**src/rtl/skt_pkg.sv**
```systemverilog
package skt_pkg;

    localparam int DEPTH   = 16;
    localparam int IDX_W   = $clog2(DEPTH);
    localparam int CNT_W   = $clog2(DEPTH + 1);
    localparam int KEY_W   = 32;
    localparam int SCORE_W = 16;
    localparam int ENTRY_W = KEY_W + SCORE_W;

    localparam logic [1:0] OP_INSERT = 2'd0;
    localparam logic [1:0] OP_DELETE = 2'd1;
    localparam logic [1:0] OP_DUMP   = 2'd2;

    localparam logic [2:0] ST_INSERTED  = 3'd0;
    localparam logic [2:0] ST_FULL      = 3'd1;
    localparam logic [2:0] ST_DELETED   = 3'd2;
    localparam logic [2:0] ST_NOT_FOUND = 3'd3;
    localparam logic [2:0] ST_EMPTY     = 3'd4;
    localparam logic [2:0] ST_DUMP      = 3'd5;

    // One table entry as it sits in the memory, key in the upper bits.
    typedef struct packed {
        logic signed [KEY_W-1:0] key;
        logic [SCORE_W-1:0]      score;
    } entry_t;

    // Access request from the sequencer to the entry memory.
    typedef struct packed {
        logic             rd_en;
        logic [IDX_W-1:0] rd_addr;
        logic             wr_en;
        logic [IDX_W-1:0] wr_addr;
        entry_t           wr_data;
    } mem_req_t;

    // One result item handed to the output register.
    typedef struct packed {
        logic [2:0]              status;
        logic signed [KEY_W-1:0] key;
        logic [SCORE_W-1:0]      score;
        logic                    last;
    } result_t;

endpackage

```
**src/rtl/skt_ram.sv**
```systemverilog
module skt_ram #(
    parameter int WIDTH  = 48,
    parameter int DEPTH  = 16,
    parameter int ADDR_W = $clog2(DEPTH)
) (
    input  logic              clk,
    input  logic              rd_en,
    input  logic [ADDR_W-1:0] rd_addr,
    output logic [WIDTH-1:0]  rd_data,
    input  logic              wr_en,
    input  logic [ADDR_W-1:0] wr_addr,
    input  logic [WIDTH-1:0]  wr_data
);

    logic [WIDTH-1:0] mem [DEPTH];

    always_ff @(posedge clk)
    begin
        if (wr_en)
        begin
            mem[wr_addr] <= wr_data;
        end
    end

    // Read data holds until the next read is issued.
    always_ff @(posedge clk)
    begin
        if (rd_en)
        begin
            rd_data <= mem[rd_addr];
        end
    end

endmodule

```
**src/rtl/skt_ctrl.sv**
```systemverilog
module skt_ctrl (
    input  logic                     clk,
    input  logic                     rst_n,
    input  logic                     in_valid,
    output logic                     in_ready,
    input  logic [1:0]               in_opcode,
    input  logic signed [skt_pkg::KEY_W-1:0] in_key,
    input  logic [skt_pkg::SCORE_W-1:0]      in_score,
    output skt_pkg::mem_req_t        mem_req,
    input  skt_pkg::entry_t          mem_rd_data,
    input  logic                     out_free,
    output logic                     res_push,
    output skt_pkg::result_t         res
);

    import skt_pkg::*;

    typedef enum logic [8:0] {
        S_IDLE      = 9'b000000001,
        S_FIND_RD   = 9'b000000010,
        S_FIND_CMP  = 9'b000000100,
        S_SHIFT_RD  = 9'b000001000,
        S_SHIFT_WR  = 9'b000010000,
        S_PUT       = 9'b000100000,
        S_DUMP_RD   = 9'b001000000,
        S_DUMP_EMIT = 9'b010000000,
        S_REPORT    = 9'b100000000
    } state_t;

    state_t                  state_reg, state_next;
    logic [1:0]              op_reg, op_next;
    logic signed [KEY_W-1:0] key_reg, key_next;
    logic [SCORE_W-1:0]      score_reg, score_next;
    logic [IDX_W-1:0]        idx_reg, idx_next;
    logic [IDX_W-1:0]        pos_reg, pos_next;
    logic [CNT_W-1:0]        cnt_reg, cnt_next;
    logic [2:0]              stat_reg, stat_next;

    logic [CNT_W-1:0] idx_ext;
    logic [CNT_W-1:0] idx_inc;
    logic             at_end;
    logic             ins_hit;
    logic             del_hit;

    assign idx_ext = CNT_W'(idx_reg);
    assign idx_inc = idx_ext + CNT_W'(1);
    assign at_end  = (idx_inc == cnt_reg);
    // The head is passed only by a strictly smaller key; later entries by
    // any key that is not smaller than the new one.
    assign ins_hit = (idx_reg == '0) ? (key_reg < mem_rd_data.key)
                                     : !(mem_rd_data.key < key_reg);
    assign del_hit = (mem_rd_data.key == key_reg);

    assign in_ready = (state_reg == S_IDLE);

    always_comb
    begin
        state_next = state_reg;
        op_next    = op_reg;
        key_next   = key_reg;
        score_next = score_reg;
        idx_next   = idx_reg;
        pos_next   = pos_reg;
        cnt_next   = cnt_reg;
        stat_next  = stat_reg;
        mem_req    = '0;
        res_push   = 1'b0;
        res        = '0;

        unique case (state_reg)
            S_IDLE:
            begin
                if (in_valid)
                begin
                    op_next    = in_opcode;
                    key_next   = in_key;
                    score_next = in_score;
                    idx_next   = '0;
                    case (in_opcode)
                        OP_INSERT:
                        begin
                            if (cnt_reg == CNT_W'(DEPTH))
                            begin
                                stat_next  = ST_FULL;
                                state_next = S_REPORT;
                            end
                            else if (cnt_reg == '0)
                            begin
                                pos_next   = '0;
                                state_next = S_PUT;
                            end
                            else
                            begin
                                state_next = S_FIND_RD;
                            end
                        end
                        OP_DELETE:
                        begin
                            if (cnt_reg == '0)
                            begin
                                stat_next  = ST_EMPTY;
                                state_next = S_REPORT;
                            end
                            else
                            begin
                                state_next = S_FIND_RD;
                            end
                        end
                        OP_DUMP:
                        begin
                            if (cnt_reg == '0)
                            begin
                                stat_next  = ST_EMPTY;
                                state_next = S_REPORT;
                            end
                            else
                            begin
                                state_next = S_DUMP_RD;
                            end
                        end
                        default:
                        begin
                            state_next = S_IDLE;
                        end
                    endcase
                end
            end

            S_FIND_RD:
            begin
                mem_req.rd_en   = 1'b1;
                mem_req.rd_addr = idx_reg;
                state_next      = S_FIND_CMP;
            end

            S_FIND_CMP:
            begin
                if (op_reg == OP_INSERT)
                begin
                    if (ins_hit || at_end)
                    begin
                        pos_next = ins_hit ? idx_reg : idx_inc[IDX_W-1:0];
                        if (!ins_hit)
                        begin
                            // Goes to the tail, nothing to move.
                            state_next = S_PUT;
                        end
                        else
                        begin
                            idx_next   = cnt_reg[IDX_W-1:0];
                            state_next = S_SHIFT_RD;
                        end
                    end
                    else
                    begin
                        idx_next   = idx_reg + IDX_W'(1);
                        state_next = S_FIND_RD;
                    end
                end
                else
                begin
                    if (del_hit)
                    begin
                        if (at_end)
                        begin
                            cnt_next   = cnt_reg - CNT_W'(1);
                            stat_next  = ST_DELETED;
                            state_next = S_REPORT;
                        end
                        else
                        begin
                            state_next = S_SHIFT_RD;
                        end
                    end
                    else if (at_end)
                    begin
                        stat_next  = ST_NOT_FOUND;
                        state_next = S_REPORT;
                    end
                    else
                    begin
                        idx_next   = idx_reg + IDX_W'(1);
                        state_next = S_FIND_RD;
                    end
                end
            end

            S_SHIFT_RD:
            begin
                // An insert moves entries up from the tail, a delete moves
                // them down toward the freed slot.
                mem_req.rd_en   = 1'b1;
                mem_req.rd_addr = (op_reg == OP_INSERT) ? idx_reg - IDX_W'(1)
                                                        : idx_reg + IDX_W'(1);
                state_next      = S_SHIFT_WR;
            end

            S_SHIFT_WR:
            begin
                mem_req.wr_en   = 1'b1;
                mem_req.wr_addr = idx_reg;
                mem_req.wr_data = mem_rd_data;
                if (op_reg == OP_INSERT)
                begin
                    if (idx_reg - IDX_W'(1) == pos_reg)
                    begin
                        state_next = S_PUT;
                    end
                    else
                    begin
                        idx_next   = idx_reg - IDX_W'(1);
                        state_next = S_SHIFT_RD;
                    end
                end
                else
                begin
                    if (idx_ext + CNT_W'(2) == cnt_reg)
                    begin
                        cnt_next   = cnt_reg - CNT_W'(1);
                        stat_next  = ST_DELETED;
                        state_next = S_REPORT;
                    end
                    else
                    begin
                        idx_next   = idx_reg + IDX_W'(1);
                        state_next = S_SHIFT_RD;
                    end
                end
            end

            S_PUT:
            begin
                mem_req.wr_en         = 1'b1;
                mem_req.wr_addr       = pos_reg;
                mem_req.wr_data.key   = key_reg;
                mem_req.wr_data.score = score_reg;
                cnt_next              = cnt_reg + CNT_W'(1);
                stat_next             = ST_INSERTED;
                state_next            = S_REPORT;
            end

            S_DUMP_RD:
            begin
                mem_req.rd_en   = 1'b1;
                mem_req.rd_addr = idx_reg;
                state_next      = S_DUMP_EMIT;
            end

            S_DUMP_EMIT:
            begin
                if (out_free)
                begin
                    res_push   = 1'b1;
                    res.status = ST_DUMP;
                    res.key    = mem_rd_data.key;
                    res.score  = mem_rd_data.score;
                    res.last   = at_end;
                    if (at_end)
                    begin
                        state_next = S_IDLE;
                    end
                    else
                    begin
                        idx_next   = idx_reg + IDX_W'(1);
                        state_next = S_DUMP_RD;
                    end
                end
            end

            S_REPORT:
            begin
                if (out_free)
                begin
                    res_push   = 1'b1;
                    res.status = stat_reg;
                    res.last   = 1'b1;
                    state_next = S_IDLE;
                end
            end

            default:
            begin
                state_next = S_IDLE;
            end
        endcase
    end

    always_ff @(posedge clk or negedge rst_n)
    begin
        if (!rst_n)
        begin
            state_reg <= S_IDLE;
            cnt_reg   <= '0;
        end
        else
        begin
            state_reg <= state_next;
            cnt_reg   <= cnt_next;
        end
    end

    always_ff @(posedge clk)
    begin
        op_reg    <= op_next;
        key_reg   <= key_next;
        score_reg <= score_next;
        idx_reg   <= idx_next;
        pos_reg   <= pos_next;
        stat_reg  <= stat_next;
    end

endmodule

```
**src/rtl/sorted_key_table.sv**
```systemverilog
// Sorted key table: up to 16 (key, score) records kept in ascending key order.
// An insert scans for its slot and moves the later entries up; a delete scans for the
// key and moves the later entries down. An insert into a full table, or a delete or
// dump on an empty one, is reported without a scan. A dump emits each record in table
// order, the last marked with m_tlast. One item is worked at a time; each moved entry
// is read, then written back, so the sequencer sets the rate. Reset (rst_n low,
// asynchronous) empties the table and drops any pending result.
module sorted_key_table (
    input  logic        clk,
    input  logic        rst_n,
    input  logic        s_tvalid,
    output logic        s_tready,
    input  logic [47:0] s_tdata,   // key[31:0], score[47:32]
    input  logic [1:0]  s_tuser,   // opcode[1:0]
    output logic        m_tvalid,
    input  logic        m_tready,
    output logic [47:0] m_tdata,   // out_key[31:0], out_score[47:32]
    output logic [2:0]  m_tuser,   // status[2:0]
    output logic        m_tlast
);

    import skt_pkg::*;

    mem_req_t mem_req;
    entry_t   mem_rd_data;
    logic     out_free;
    logic     res_push;
    result_t  res;

    logic                    m_tvalid_reg;
    logic signed [KEY_W-1:0] out_key_reg;
    logic [SCORE_W-1:0]      out_score_reg;
    logic [2:0]              status_reg;
    logic                    last_reg;

    // The entry memory holds the records in table order; slot 0 is the head.
    skt_ram #(
        .WIDTH (ENTRY_W),
        .DEPTH (DEPTH)
    ) u_ram (
        .clk     (clk),
        .rd_en   (mem_req.rd_en),
        .rd_addr (mem_req.rd_addr),
        .rd_data (mem_rd_data),
        .wr_en   (mem_req.wr_en),
        .wr_addr (mem_req.wr_addr),
        .wr_data (mem_req.wr_data)
    );

    // The sequencer scans for the slot, moves entries one at a time through
    // the memory and produces the result items.
    skt_ctrl u_ctrl (
        .clk         (clk),
        .rst_n       (rst_n),
        .in_valid    (s_tvalid),
        .in_ready    (s_tready),
        .in_opcode   (s_tuser),
        .in_key      (s_tdata[31:0]),
        .in_score    (s_tdata[47:32]),
        .mem_req     (mem_req),
        .mem_rd_data (mem_rd_data),
        .out_free    (out_free),
        .res_push    (res_push),
        .res         (res)
    );

    // Output register: a result waits here while the sequencer goes on.
    assign out_free = !m_tvalid_reg || m_tready;

    always_ff @(posedge clk or negedge rst_n)
    begin
        if (!rst_n)
        begin
            m_tvalid_reg <= 1'b0;
        end
        else if (res_push)
        begin
            m_tvalid_reg <= 1'b1;
        end
        else if (m_tready)
        begin
            m_tvalid_reg <= 1'b0;
        end
    end

    always_ff @(posedge clk)
    begin
        if (res_push)
        begin
            status_reg    <= res.status;
            out_key_reg   <= res.key;
            out_score_reg <= res.score;
            last_reg      <= res.last;
        end
    end

    assign m_tvalid = m_tvalid_reg;
    assign m_tdata  = {out_score_reg, out_key_reg};
    assign m_tuser  = status_reg;
    assign m_tlast  = last_reg;

endmodule
```
**config.mk**
```make
export PLATFORM = sky130hd
export DESIGN_NAME = sorted_key_table
export DESIGN_NICKNAME = d
export VERILOG_FILES = /design/src/rtl/skt_pkg.sv /design/src/rtl/skt_ram.sv /design/src/rtl/skt_ctrl.sv /design/src/rtl/sorted_key_table.sv
export SDC_FILE = /design/constraint.sdc
export NUM_CORES = 1
export LEC_CHECK = 0
export BUFFER_PORTS_ARGS = -buffer_cell sky130_fd_sc_hd__buf_2
export CORE_ASPECT_RATIO = 1.75
export CORE_MARGIN = 5
export CORE_UTILIZATION = 36
export DETAILED_ROUTE_END_ITERATION = 16
export GPL_TIMING_DRIVEN = 0
export PLACE_DENSITY_LB_ADDON = 0.3
export SLEW_MARGIN = 40
export SYNTH_ARGS = -nofsm -noshare
export SYNTH_HDL_FRONTEND = slang
export SYNTH_HIERARCHICAL = 1
export SYNTH_SLANG_ARGS = --single-unit
```
**constraint.sdc**
```tcl
create_clock -name clk -period 7.1 [get_ports clk]
set_input_delay 1.065 -clock clk [delete_from_list [all_inputs] [get_ports clk]]
set_output_delay 1.065 -clock clk [all_outputs]
set_load 0.01 [all_outputs]
```
### After elaboration in Yosys (flattened, before gate mapping)

Memories as Yosys holds them, arrays and structs flattened. A register that Yosys moved wholly into a read port is not among the register bits.
Cells that the tools add are included.

* bits of input ports: 54
* memories kept: 1
* memory bits (writable): 768
* flip-flop bits (word level): 128
* output and inout port bits: 54

* magnitude comparators: 2
* add/sub/neg operators: 6
* reduce and logical (&&, ||, !) cells: 23
* eq/ne operators: 36
* muxes and demuxes: 69

Memory list
* u_ram.mem: words 16, bits a word 48, rd ports 1, clocked after Yosys merged registers in 1, wr ports 1, RTL line skt_ram.sv:15 `logic [WIDTH-1:0] mem [DEPTH];`

Operators with widths (count)
* 9-bit two-way mux: 12
* 53-bit one-hot mux with 2 select lines: 1
* 9-bit one-hot mux with 9 select lines: 1
* 4-bit two-way mux: 18
* 32-bit less-than comparator: 2
* 52-bit two-way mux: 1
* 32-bit == test: 1
* 3-bit two-way mux: 10
* 9-bit one-hot mux with 3 select lines: 1
* 5-bit two-way mux: 5
* 6-bit two-way mux: 4
* 4-bit one-hot mux with 4 select lines: 1
* 5-bit one-hot mux with 3 select lines: 1
* 2-bit by 1-bit inequality test with 1-bit output (second input constant): 7
* 7-bit AND reduction: 2
* 2-bit inequality test (second input constant): 6
* 3-bit by 2-bit inequality test with 1-bit output (second input constant): 4
* 3-bit one-hot mux with 2 select lines: 2
* 3-bit one-hot mux with 4 select lines: 1
* 5-bit == test: 2
* 5-bit one-hot mux with 2 select lines: 1
* 9-bit by 1-bit == test with 1-bit output (second input constant): 1
* 9-bit by 2-bit == test with 1-bit output (second input constant): 1
* 9-bit by 3-bit == test with 1-bit output (second input constant): 1
* other kinds (35): 50

### Longest topological paths before layout

Gate-level depths: netlist of run 1.

* depth after elaboration: 7
* depth in mapped cells: 13

### Hierarchy

The synthesis of run 1 kept the hierarchy.

By module, submodules not included
* skt_ram: cells an instance 1242, area each 30175.2 um^2, instances 1
* skt_ctrl: cells an instance 587, area each 5446.5 um^2, instances 1
* sorted_key_table: cells an instance 55, area each 1609.0 um^2, instances 1

### Worst setup path before layout of run 1

Ideal clock, no wire load.

* kind: reg2reg
* from: register u_ctrl.state_reg[1]
* to: memory u_ram.mem[0][0], enable pin
* setup slack: 1.020 ns
* arrival time: 5.567 ns
* path buffers: 1
* library setup time: 0.513 ns
* required time: 6.587 ns
* stages on the path, launching flop included: 9
* cell sequence: dfrtp_1 nor3_2 nand3_1 nor3b_2 inv_1 clkbuf_1 nand2_1 or3b_2 nor3_1

RTL lines
* start: declaration: RTL line skt_ctrl.sv:30 `state_t state_reg, state_next;`
* start signal: assignment: RTL line skt_ctrl.sv:297 `state_reg <= state_next;`
* end: declaration: RTL line skt_ram.sv:15

==> results of run 1 <==
## synthesized netlist by cell type (4+ instances only)
cell type | count | area (um2)
buf_2 | 9 | 45.0
nor2_1 | 31 | 116
xnor2_1 | 18 | 158
clkbuf_1 | 58 | 218
and3_1 | 51 | 319
nor3_1 | 19 | 95.1
and2_1 | 9 | 56.3
dfrtp_1 | 14 | 350
edfxtp_1 | 929 | 27900
nand2_1 | 109 | 409
a21o_1 | 6 | 45.0
nand3_1 | 10 | 50.1
buf_4 | 18 | 135
mux4_2 | 192 | 4320
o211ai_1 | 4 | 30.0
nor2b_1 | 6 | 37.5
buf_1 | 11 | 41.3
ha_1 | 45 | 563
nand4_1 | 12 | 75.1
xor2_1 | 7 | 61.3
a22oi_1 | 97 | 728
o21ai_0 | 51 | 255
a22o_1 | 18 | 158
a21oi_1 | 33 | 165
inv_1 | 46 | 173
nor4_1 | 4 | 25.0
o22ai_1 | 5 | 31.3
## where the power goes
part           switching (W)  internal (W)  total (W)
sequential          0.000161       0.00635    0.00651
clock                0.00205       0.00289    0.00493
combinational        0.00116      0.000677    0.00184
## worst paths after layout
path	from	end	slack [ns]	depth (start not counted)
hold reg to reg	m_tvalid	m_tvalid	0.53	2
setup reg to reg	u_ctrl/state_reg[7]	u_ram/mem[12][42]	2.06	12
hold / removal	rst_n	u_ctrl/state_reg[4]	0.35	1
min in group clk	m_tvalid	m_tvalid	0.53	2
setup / recovery	u_ctrl/state_reg[7]	u_ram/mem[12][42]	2.06	12
max in group asynchronous	rst_n	u_ctrl/state_reg[0]	6.42	1
## stage by stage
step	worst slack [ns]	instances	hold WS (ns)
CTS	2.14	3596	0.310
global route	1.88	3597	0.351
detailed placement	2.17	3435	0.521
floorplan	1.02	1884	0.495
global placement	-5.49	3334	0.513
finish	2.06	3598	0.349
## final cells by class
cell class | instances | area share [%]
Antenna cell | 1 | 0.00566
Buffer | 98 | 1.10
Clock buffer | 117 | 5.40
Clock inverter | 44 | 1.37
Inverter | 47 | 0.399
Multi-Input combinational cell | 795 | 19.4
Sequential cell | 944 | 64.0
Tap cell | 1343 | 3.80
Timing Repair Buffer | 209 | 4.51
## layer usage
metal  wire length, um  vias to the layer above  track usage [%]
li1                  -                     8359                -
met1             39300                    10700             24.0
met2             51400                      916             30.7
met3              7310                      182             2.68
met4              2760                        0             5.56
met5                 0                        -                0
## kinds of logic after synthesis
group / synth area share [%]
buffers and inverters: 1.71
xor gates and xnor gates: 0.588
AOI/OAI and AO/OA: 4.45
adders and majority gates: 1.57
muxes: 11.8
and+or+nand+nor: 3.96
DFF: 75.9
## worst register-to-register path: stages, from the launching register on
cell	delay, ns
dfrtp_1	0.45
nor3_2	0.35
nand3_1	0.27
nor3b_4	0.54
buf_6	0.24
clkbuf_1	0.69
a22o_1	0.36
nand3_1	0.33
nor3_2	0.63
buf_4	0.30
buf_4	0.20
buf_4	0.20
buf_4	0.19
==> qor.yml, run 1 <==
placed_area_mm2: 0.0411
period_needed_ns: 5.04
vias: 20100
outcome: "finished clean"
cts_tree: "built"
numClockSinks: 944
die_h_um: 435
grt_overflow: 0
finalSetupTns_ns: 0
final-seq-area_mm2: 0.0283
fp.dieArea_mm2: 0.110
netlist-cell-type-count: 71
grt_max_degree: 54
synth_edf_count: 929
fmax_ghz: 0.199
critPathKind: "reg2reg"
multiInputGateArea_mm2: 0.00858
slowest_stage: "clkbuf_1"
top_regs: "u_ram/mem (768), u_ram/rd_data (48)"
period_share_pct: 70.9
fin_util_pct: 42.9
track_usage_pct: 18.0
setup_violations: 0
synth_ff_type: "edfxtp_1"
synth_seq_cells: 944
crit_buf_inv: 6
hp-class: "in2async"
syn-num-nets: 1984
drv_cap: 0
syn_area_per_cell_um2: 19.8
die_w_um: 253
vdd_drop_max_mv: 0.248
critPathArrivalTime_ns: 5.40
antenna_found_initial: 1
crit_top_cell: "buf_4"
hpwl_um: 69200
path_cells: "nor3_2 -> nand3_1 -> nor3b_4 -> buf_6 -> clkbuf_1 -> a22o_1 -> nand3_1 -> nor3_2 -> buf_4 -> buf_4 -> buf_4 -> buf_4"
dr.first_iter.drc_count: 1858
syn-instance-count: 1884
grt_pass1_wl_um: 145000
layout-drive-gt1-share_pct: 28.7
gp_congestion: 0.877
clock_latency_ns: 0.68
io_buffer_count: 107
clock-root-buffer: "clkbuf_16"
start_kind: "register"
ys_warn_count: 6
fillers: 8979
drt-pass1-iter-count: 5
largest_reg_flops: 768
slew_headroom_pct: 41.0
viasPerCell: 5.59
routed_wl_um: 101000
areaGrowthSynthToFinish_pct: 18.7
cts_buffer_depth: 3
final_nets: 2283
power.density_mw_per_mm2: 301
slew_violations: 0
wire_per_inst_um: 28.0
final_cell_mix: "929 x edfxtp_1, 192 x mux4_2, 129 x buf_2, 109 x nand2_1, 97 x a22oi_1"
synthArstFlopShare_pct: 1.59
postCtsHoldBufs: 0
cp_data_required_time_ns: 7.46
crit_family: "simple AND/OR/NAND/NOR gates"
cts_made_buffers: 88
worstPathMaxFanout: 10
cts_resized: 0
regMostFlops: "u_ram/mem"
std_cell_rows: 156
start_util_pct: 36.1
ys_seq_area_share_pct: 75.9
report.power.total_w: 0.0133
end_kind: "register"
slowest_delay_ns: 0.68
final_common_cell: "edfxtp_1"
worst_pin_slew_ns: 0.886
fin_skew_ns: 0.0365
grt_pass1_vias: 20500
hold_viol_final: 0
cts_setup_buffers: 0
drc: 0
syn_area_mm2: 0.0372
fin_area_mm2: 0.0442
ant_nets: 0
htreeDepth: 3
io_pins: 108
core_mm2: 0.103
clkTransAtPathRegs_ns: 0.07
p_leak_nw: 13.4
rsz0062_at_grt: "no"
(Power assumes the default switching activity.)
==> run 2, diff against run 1 <==
- ABC_AREA: not set -> 1
- clock period: 7.1 -> 4.8 ns (I/O delays scaled with it)
==> run 2 against run 1 <==
Against the previous run: count of clock-buffer cells in the layout decreased by 14; highest routed layer unchanged; non-clock buffer count increased by 52; register-to-register slack got worse by 1.7 ns; largest cell class unchanged.
==> qor.yml, run 2 <==
fmax_ghz: 0.225
synth_top_cells_by_count: "1149 x nand2_1, 929 x edfxtp_1, 709 x inv_1"
io_pins: 108
ys_seq_area_share_pct: 68.0
period_needed_ns: 4.45
endpoint: "u_ram/mem[3][30]"
vias: 28700
cp_data_required_time_ns: 5.17
hold_viol_final: 0
final_cell_mix: "1147 x nand2_1, 929 x edfxtp_1, 708 x inv_1, 601 x nand3_1, 188 x buf_2"
syn-instance-count: 3907
drv_cap: 0
synthArstFlopShare_pct: 1.59
cts_made_buffers: 89
regMostFlops: "u_ram/mem"
grt_overflow: 0
crit_start: "u_ctrl/state_reg[3]"
die_h_um: 460
vdd_drop_max_mv: 0.328
worstPathMaxFanout: 10
io_buffer_count: 107
fp.dieArea_mm2: 0.123
cts_resized: 0
critPathKind: "reg2reg"
syn-num-nets: 4007
finalSetupTns_ns: 0
track_usage_pct: 20.5
grt_max_degree: 37
synth_seq_cells: 944
ant_nets: 0
clkTransAtPathRegs_ns: 0.06
cts_setup_buffers: 0
critPathArrivalTime_ns: 4.82
synth_edf_count: 929
drt-pass1-iter-count: 6
hp-class: "in2reg"
synth.area.top_cells: "edfxtp_1 67%, nand2_1 10%, nand3_1 7.2%"
fin_skew_ns: 0.0264
std_cell_rows: 165
slew_violations: 0
areaGrowthSynthToFinish_pct: 17.0
die_w_um: 267
antenna_found_initial: 5
gp_congestion: 0.850
power.density_mw_per_mm2: 482
cts_buffer_depth: 3
viasPerCell: 5.00
period_share_pct: 92.6
multiInputGateArea_mm2: 0.00987
final_common_cell: "nand2_1"
rsz0062_at_grt: "no"
synth_most_common_cell: "nand2_1"
start_kind: "register"
hpwl_um: 91300
yosysTopAreaCell: "edfxtp_1"
p_leak_nw: 20.5
largest_reg_flops: 768
worstRegToRegCells: 11
r2r_setup_slack_ns: 0.35
top_regs: "u_ram/mem (768), u_ram/rd_data (48)"
wire_per_inst_um: 22.3
worst_pin_slew_ns: 0.877
core_mm2: 0.115
holdWs_ns: 0.217
grt_pass1_wl_um: 185000
fillers: 10800
synth_ff_type: "edfxtp_1"
syn_area_per_cell_um2: 10.6
final_nets: 4279
postCtsHoldBufs: 1
layout-drive-gt1-share_pct: 13.4
netlist-cell-type-count: 50
clock-root-buffer: "clkbuf_16"
start_util_pct: 36.1
outcome: "finished clean"
yosys.area.top_type_share_pct: 67.1
htreeDepth: 3
final-seq-area_mm2: 0.0283
timing.rr.end: "u_ram/mem[3][30]"
routed_wl_um: 128000
cts_tree: "built"
numClockSinks: 944
grt_pass1_vias: 28300
syn_area_mm2: 0.0416
ys_warn_count: 6
dr.first_iter.drc_count: 2643
end_kind: "register"
r2r_start: "u_ctrl/state_reg[3]"
setup_violations: 0
drc: 0
slew_headroom_pct: 41.5
clock_latency_ns: 0.69
report.power.total_w: 0.0235
==> run 2: cell count changes after synthesis, moves of 27 or more <==
cell,change
a22oi_1,-97
and3_1,-51
buf_2,+69
buf_6,+35
clkbuf_1,-27
inv_1,+663
mux4_2,-192
nand2_1,+1040
nand3_1,+591
nor2_1,+65
o22ai_1,+30
==> run 2: area by class of cell <==
class	count	share of cell area (%)
Tap cell	1503	3.86
Sequential cell	944	58.1
Clock inverter	57	1.04
Buffer	178	2.34
Antenna cell	2	0.0103
Inverter	723	5.60
Timing Repair Buffer	181	3.98
Clock buffer	103	4.77
Multi-Input combinational cell	2062	20.3
==> run 2: how the worst min path moves through the flow <==
stage | endpoint | startpoint | depth (start not counted) | slack [ns]
2_1_floorplan | m_tvalid | rst_n | 0 | 0.42
5_1_grt | u_ctrl/score_reg[1] | s_tdata[33] | 1 | 0.19
4_1_cts | u_ctrl/score_reg[0] | s_tdata[32] | 1 | 0.15
3_3_place_gp | u_ctrl/state_reg[4] | u_ctrl/state_reg[2] | 1 | 0.54
3_5_place_dp | u_ctrl/state_reg[4] | u_ctrl/state_reg[2] | 1 | 0.55
6_report | u_ctrl/score_reg[9] | s_tdata[41] | 1 | 0.22
==> run 2: per-stage QoR <==
step                      cell area (um2)  setup WS (ns)  instances  utilization [%]
after floorplan                     41600          0.605       3907                -
after global placement              44000          -3.61       5517             38.2
after detailed placement            45800          0.442       5590             39.8
after CTS                           48600          0.416       5751             42.2
after global routing                48700          0.198       5752             42.2
final                               48700          0.353       5753             42.2
==> run 2: critical path, stage by stage, from the launching register on <==
cell and delay [ns]:
dfrtp_1 0.42, nor2_2 0.18, nand2_2 0.15, nor3_4 0.39, inv_2 0.32, clkbuf_2 0.58
o21ai_1 0.52, nand3_1 0.43, nor2_4 0.53, buf_8 0.23, buf_8 0.18, buf_6 0.18
==> run 2: report_power, final <==
group          internal, W  switching (W)  total, W  leakage, nW
Clock              0.00390        0.00312   0.00702         1.39
Sequential         0.00947       0.000168   0.00964         10.2
Combinational      0.00207        0.00474   0.00681         8.94
Total               0.0154        0.00803    0.0235         20.5
==> run 2: layer usage <==
layer	up-vias	share of wire (%)	track usage (%)
li1	13300	-	-
met1	14000	37	24.3
met2	1171	51	36.4
met3	333	6.6	3.13
met4	0	5.0	9.37
met5	-	0	0
==> run 2: cells by family after synthesis <==
kind of cell / after synthesis / synth area share [%]
buf+inv: 901 / 9.24
compound gates: 114 / 1.59
simple gates: 1886 / 19.3
flops: 944 / 68.0
fa+ha+maj: 46 / 1.40
xor+xnor: 16 / 0.427
==> run 3, diff against run 2 <==
- RECOVER_POWER: not set -> 25
==> run 3 against run 2 <==
Against the previous run: the run now ends with capacitance limit, slew limit left; total power decreased by 0.32%; critical path depth increased by 1; worst setup slack got worse by 0.075 ns; largest power group unchanged; highest routed layer unchanged.
==> qor.yml, run 3 (synthesis results as in run 2) <==
outcome: "finished with violations"
violations: "capacitance limit, slew limit"
min_path_cells: 1
critPathArrivalTime_ns: 4.90
worstRegToRegCells: 12
dr.first_iter.drc_count: 2742
std_cell_rows: 165
fillers: 10900
dp_slack_ns: 0.442
vias: 28800
antenna_found_initial: 5
hp-class: "in2reg"
drv_cap: 9
p_leak_nw: 20.2
routed_wl_um: 129000
vdd_drop_max_mv: 0.323
setup_violations: 0
final_common_cell: "nand2_1"
grt_pass1_vias: 28300
htreeDepth: 3
drc: 0
crit_family: "buffers and inverters"
cts_setup_buffers: 0
die_w_um: 267
start_kind: "register"
postCtsHoldBufs: 1
power.density_mw_per_mm2: 484
slowest_delay_ns: 1.11
layout-drive-gt1-share_pct: 11.0
period_share_pct: 94.2
worstPathMaxFanout: 10
largest_reg_flops: 768
fin_skew_ns: 0.0276
grt_overflow: 0
areaGrowthSynthToFinish_pct: 16.2
clock_latency_ns: 0.69
grt_pass1_wl_um: 185000
fmax_ghz: 0.221
slew_headroom_pct: -16.5
cp_data_required_time_ns: 5.18
setup_slack_ns: 0.278
hold_viol_final: 0
cts_made_buffers: 89
viasPerCell: 5.00
final_nets: 4279
ant_nets: 0
rsz0062_at_grt: "no"
period_needed_ns: 4.52
io_pins: 108
crit_buf_inv: 6
placed_area_mm2: 0.0458
cts_buffer_depth: 3
regMostFlops: "u_ram/mem"
slowest_stage: "clkbuf_1"
track_usage_pct: 20.5
final_cell_mix: "1149 x nand2_1, 929 x edfxtp_1, 710 x inv_1, 604 x nand3_1, 128 x buf_2"
end_kind: "register"
die_h_um: 460
numClockSinks: 944
top_regs: "u_ram/mem (768), u_ram/rd_data (48)"
cts_tree: "built"
wire_per_inst_um: 22.4
grt_max_degree: 37
io_buffer_count: 107
fp.dieArea_mm2: 0.123
cts_resized: 0
core_mm2: 0.115
gp_congestion: 0.850
start_util_pct: 36.1
worst_pin_slew_ns: 1.73
path_depth: 12
drt-pass1-iter-count: 6
slew_violations: 108
critPathKind: "reg2reg"
clkTransAtPathRegs_ns: 0.06
fin_area_mm2: 0.0483
clock-root-buffer: "clkbuf_16"
path_cells: "nor2_4 -> nand2_2 -> nor3_4 -> inv_2 -> clkbuf_1 -> o22ai_1 -> inv_1 -> nand2_1 -> nor2_4 -> buf_8 -> buf_8 -> buf_6"
hpwl_um: 91300
==> run 3: changes by cell type in the layout (fill, tap and decap cells not counted), sizes merged <==
cell / previous run / this run
buf: 327 / 259
clkbuf: 134 / 202
inv: 727 / 725
clkinv: 41 / 42
clkinvlp: 4 / 5
==> run 3: metrics by stage <==
stage | setup TNS [ns] | power (W) | hold slack, ns | util, % | instances
finish | 0 | 0.0234 | 0.215 | 42.0 | 5753
global route | 0 | 0.0245 | 0.186 | 42.0 | 5752
CTS | 0 | 0.0236 | 0.154 | 42.2 | 5751
detailed placement | 0 | 0.0166 | 0.554 | 39.8 | 5590
global placement | -2456.07 | 0.0164 | 0.543 | 38.2 | 5517
floorplan | 0 | 0.0141 | 0.424 | - | 3907
==> run 3: metal layers <==
layer,GRT usage [%],vias to the layer above,part of all wire (%)
li1,-,13300,-
met1,24.3,14000,37
met2,36.4,1181,51
met3,3.13,350,6.8
met4,9.37,0,5.1
met5,0,-,0
==> run 3: worst paths after layout <==
path | end | startpoint | slack (ns)
setup / recovery | u_ram/mem[3][30] | u_ctrl/state_reg[0] | 0.28
hold / removal | u_ctrl/score_reg[9] | s_tdata[41] | 0.22
setup reg to reg | u_ram/mem[3][30] | u_ctrl/state_reg[0] | 0.28
hold reg to reg | u_ctrl/state_reg[4] | u_ctrl/state_reg[2] | 0.57
max in group asynchronous | u_ctrl/cnt_reg[3] | rst_n | 3.60
min in group asynchronous | u_ctrl/state_reg[7] | rst_n | 0.66
==> run 3: area by class of cell <==
type                       count  area (um2)  area share, %
buffer                       178        1130           2.35
antenna                        2        5.00         0.0104
sequential                   944       28300           58.5
clock inverter                57         507           1.05
timing repair buffer         181        1790           3.69
tap                         1503        1880           3.89
multi-input combinational   2062        9710           20.1
clock buffer                 103        2320           4.80
inverter                     723        2720           5.63
==> run 3: power by group <==
group / switching [W] / total, W / internal (W) / leakage (nW)
Clock: 0.00312 / 0.00702 / 0.00390 / 1.39
Combinational: 0.00471 / 0.00672 / 0.00201 / 8.63
Sequential: 0.000169 / 0.00965 / 0.00948 / 10.2
==> run 3: worst register-to-register path, stage by stage (launching register included) <==
cell and delay, ns:
dfstp_2 0.58, nor2_4 0.05, nand2_2 0.15, nor3_4 0.10
inv_2 0.33, clkbuf_1 1.12, o22ai_1 0.40, inv_1 0.17
nand2_1 0.25, nor2_4 0.48, buf_8 0.23, buf_8 0.18
buf_6 0.19
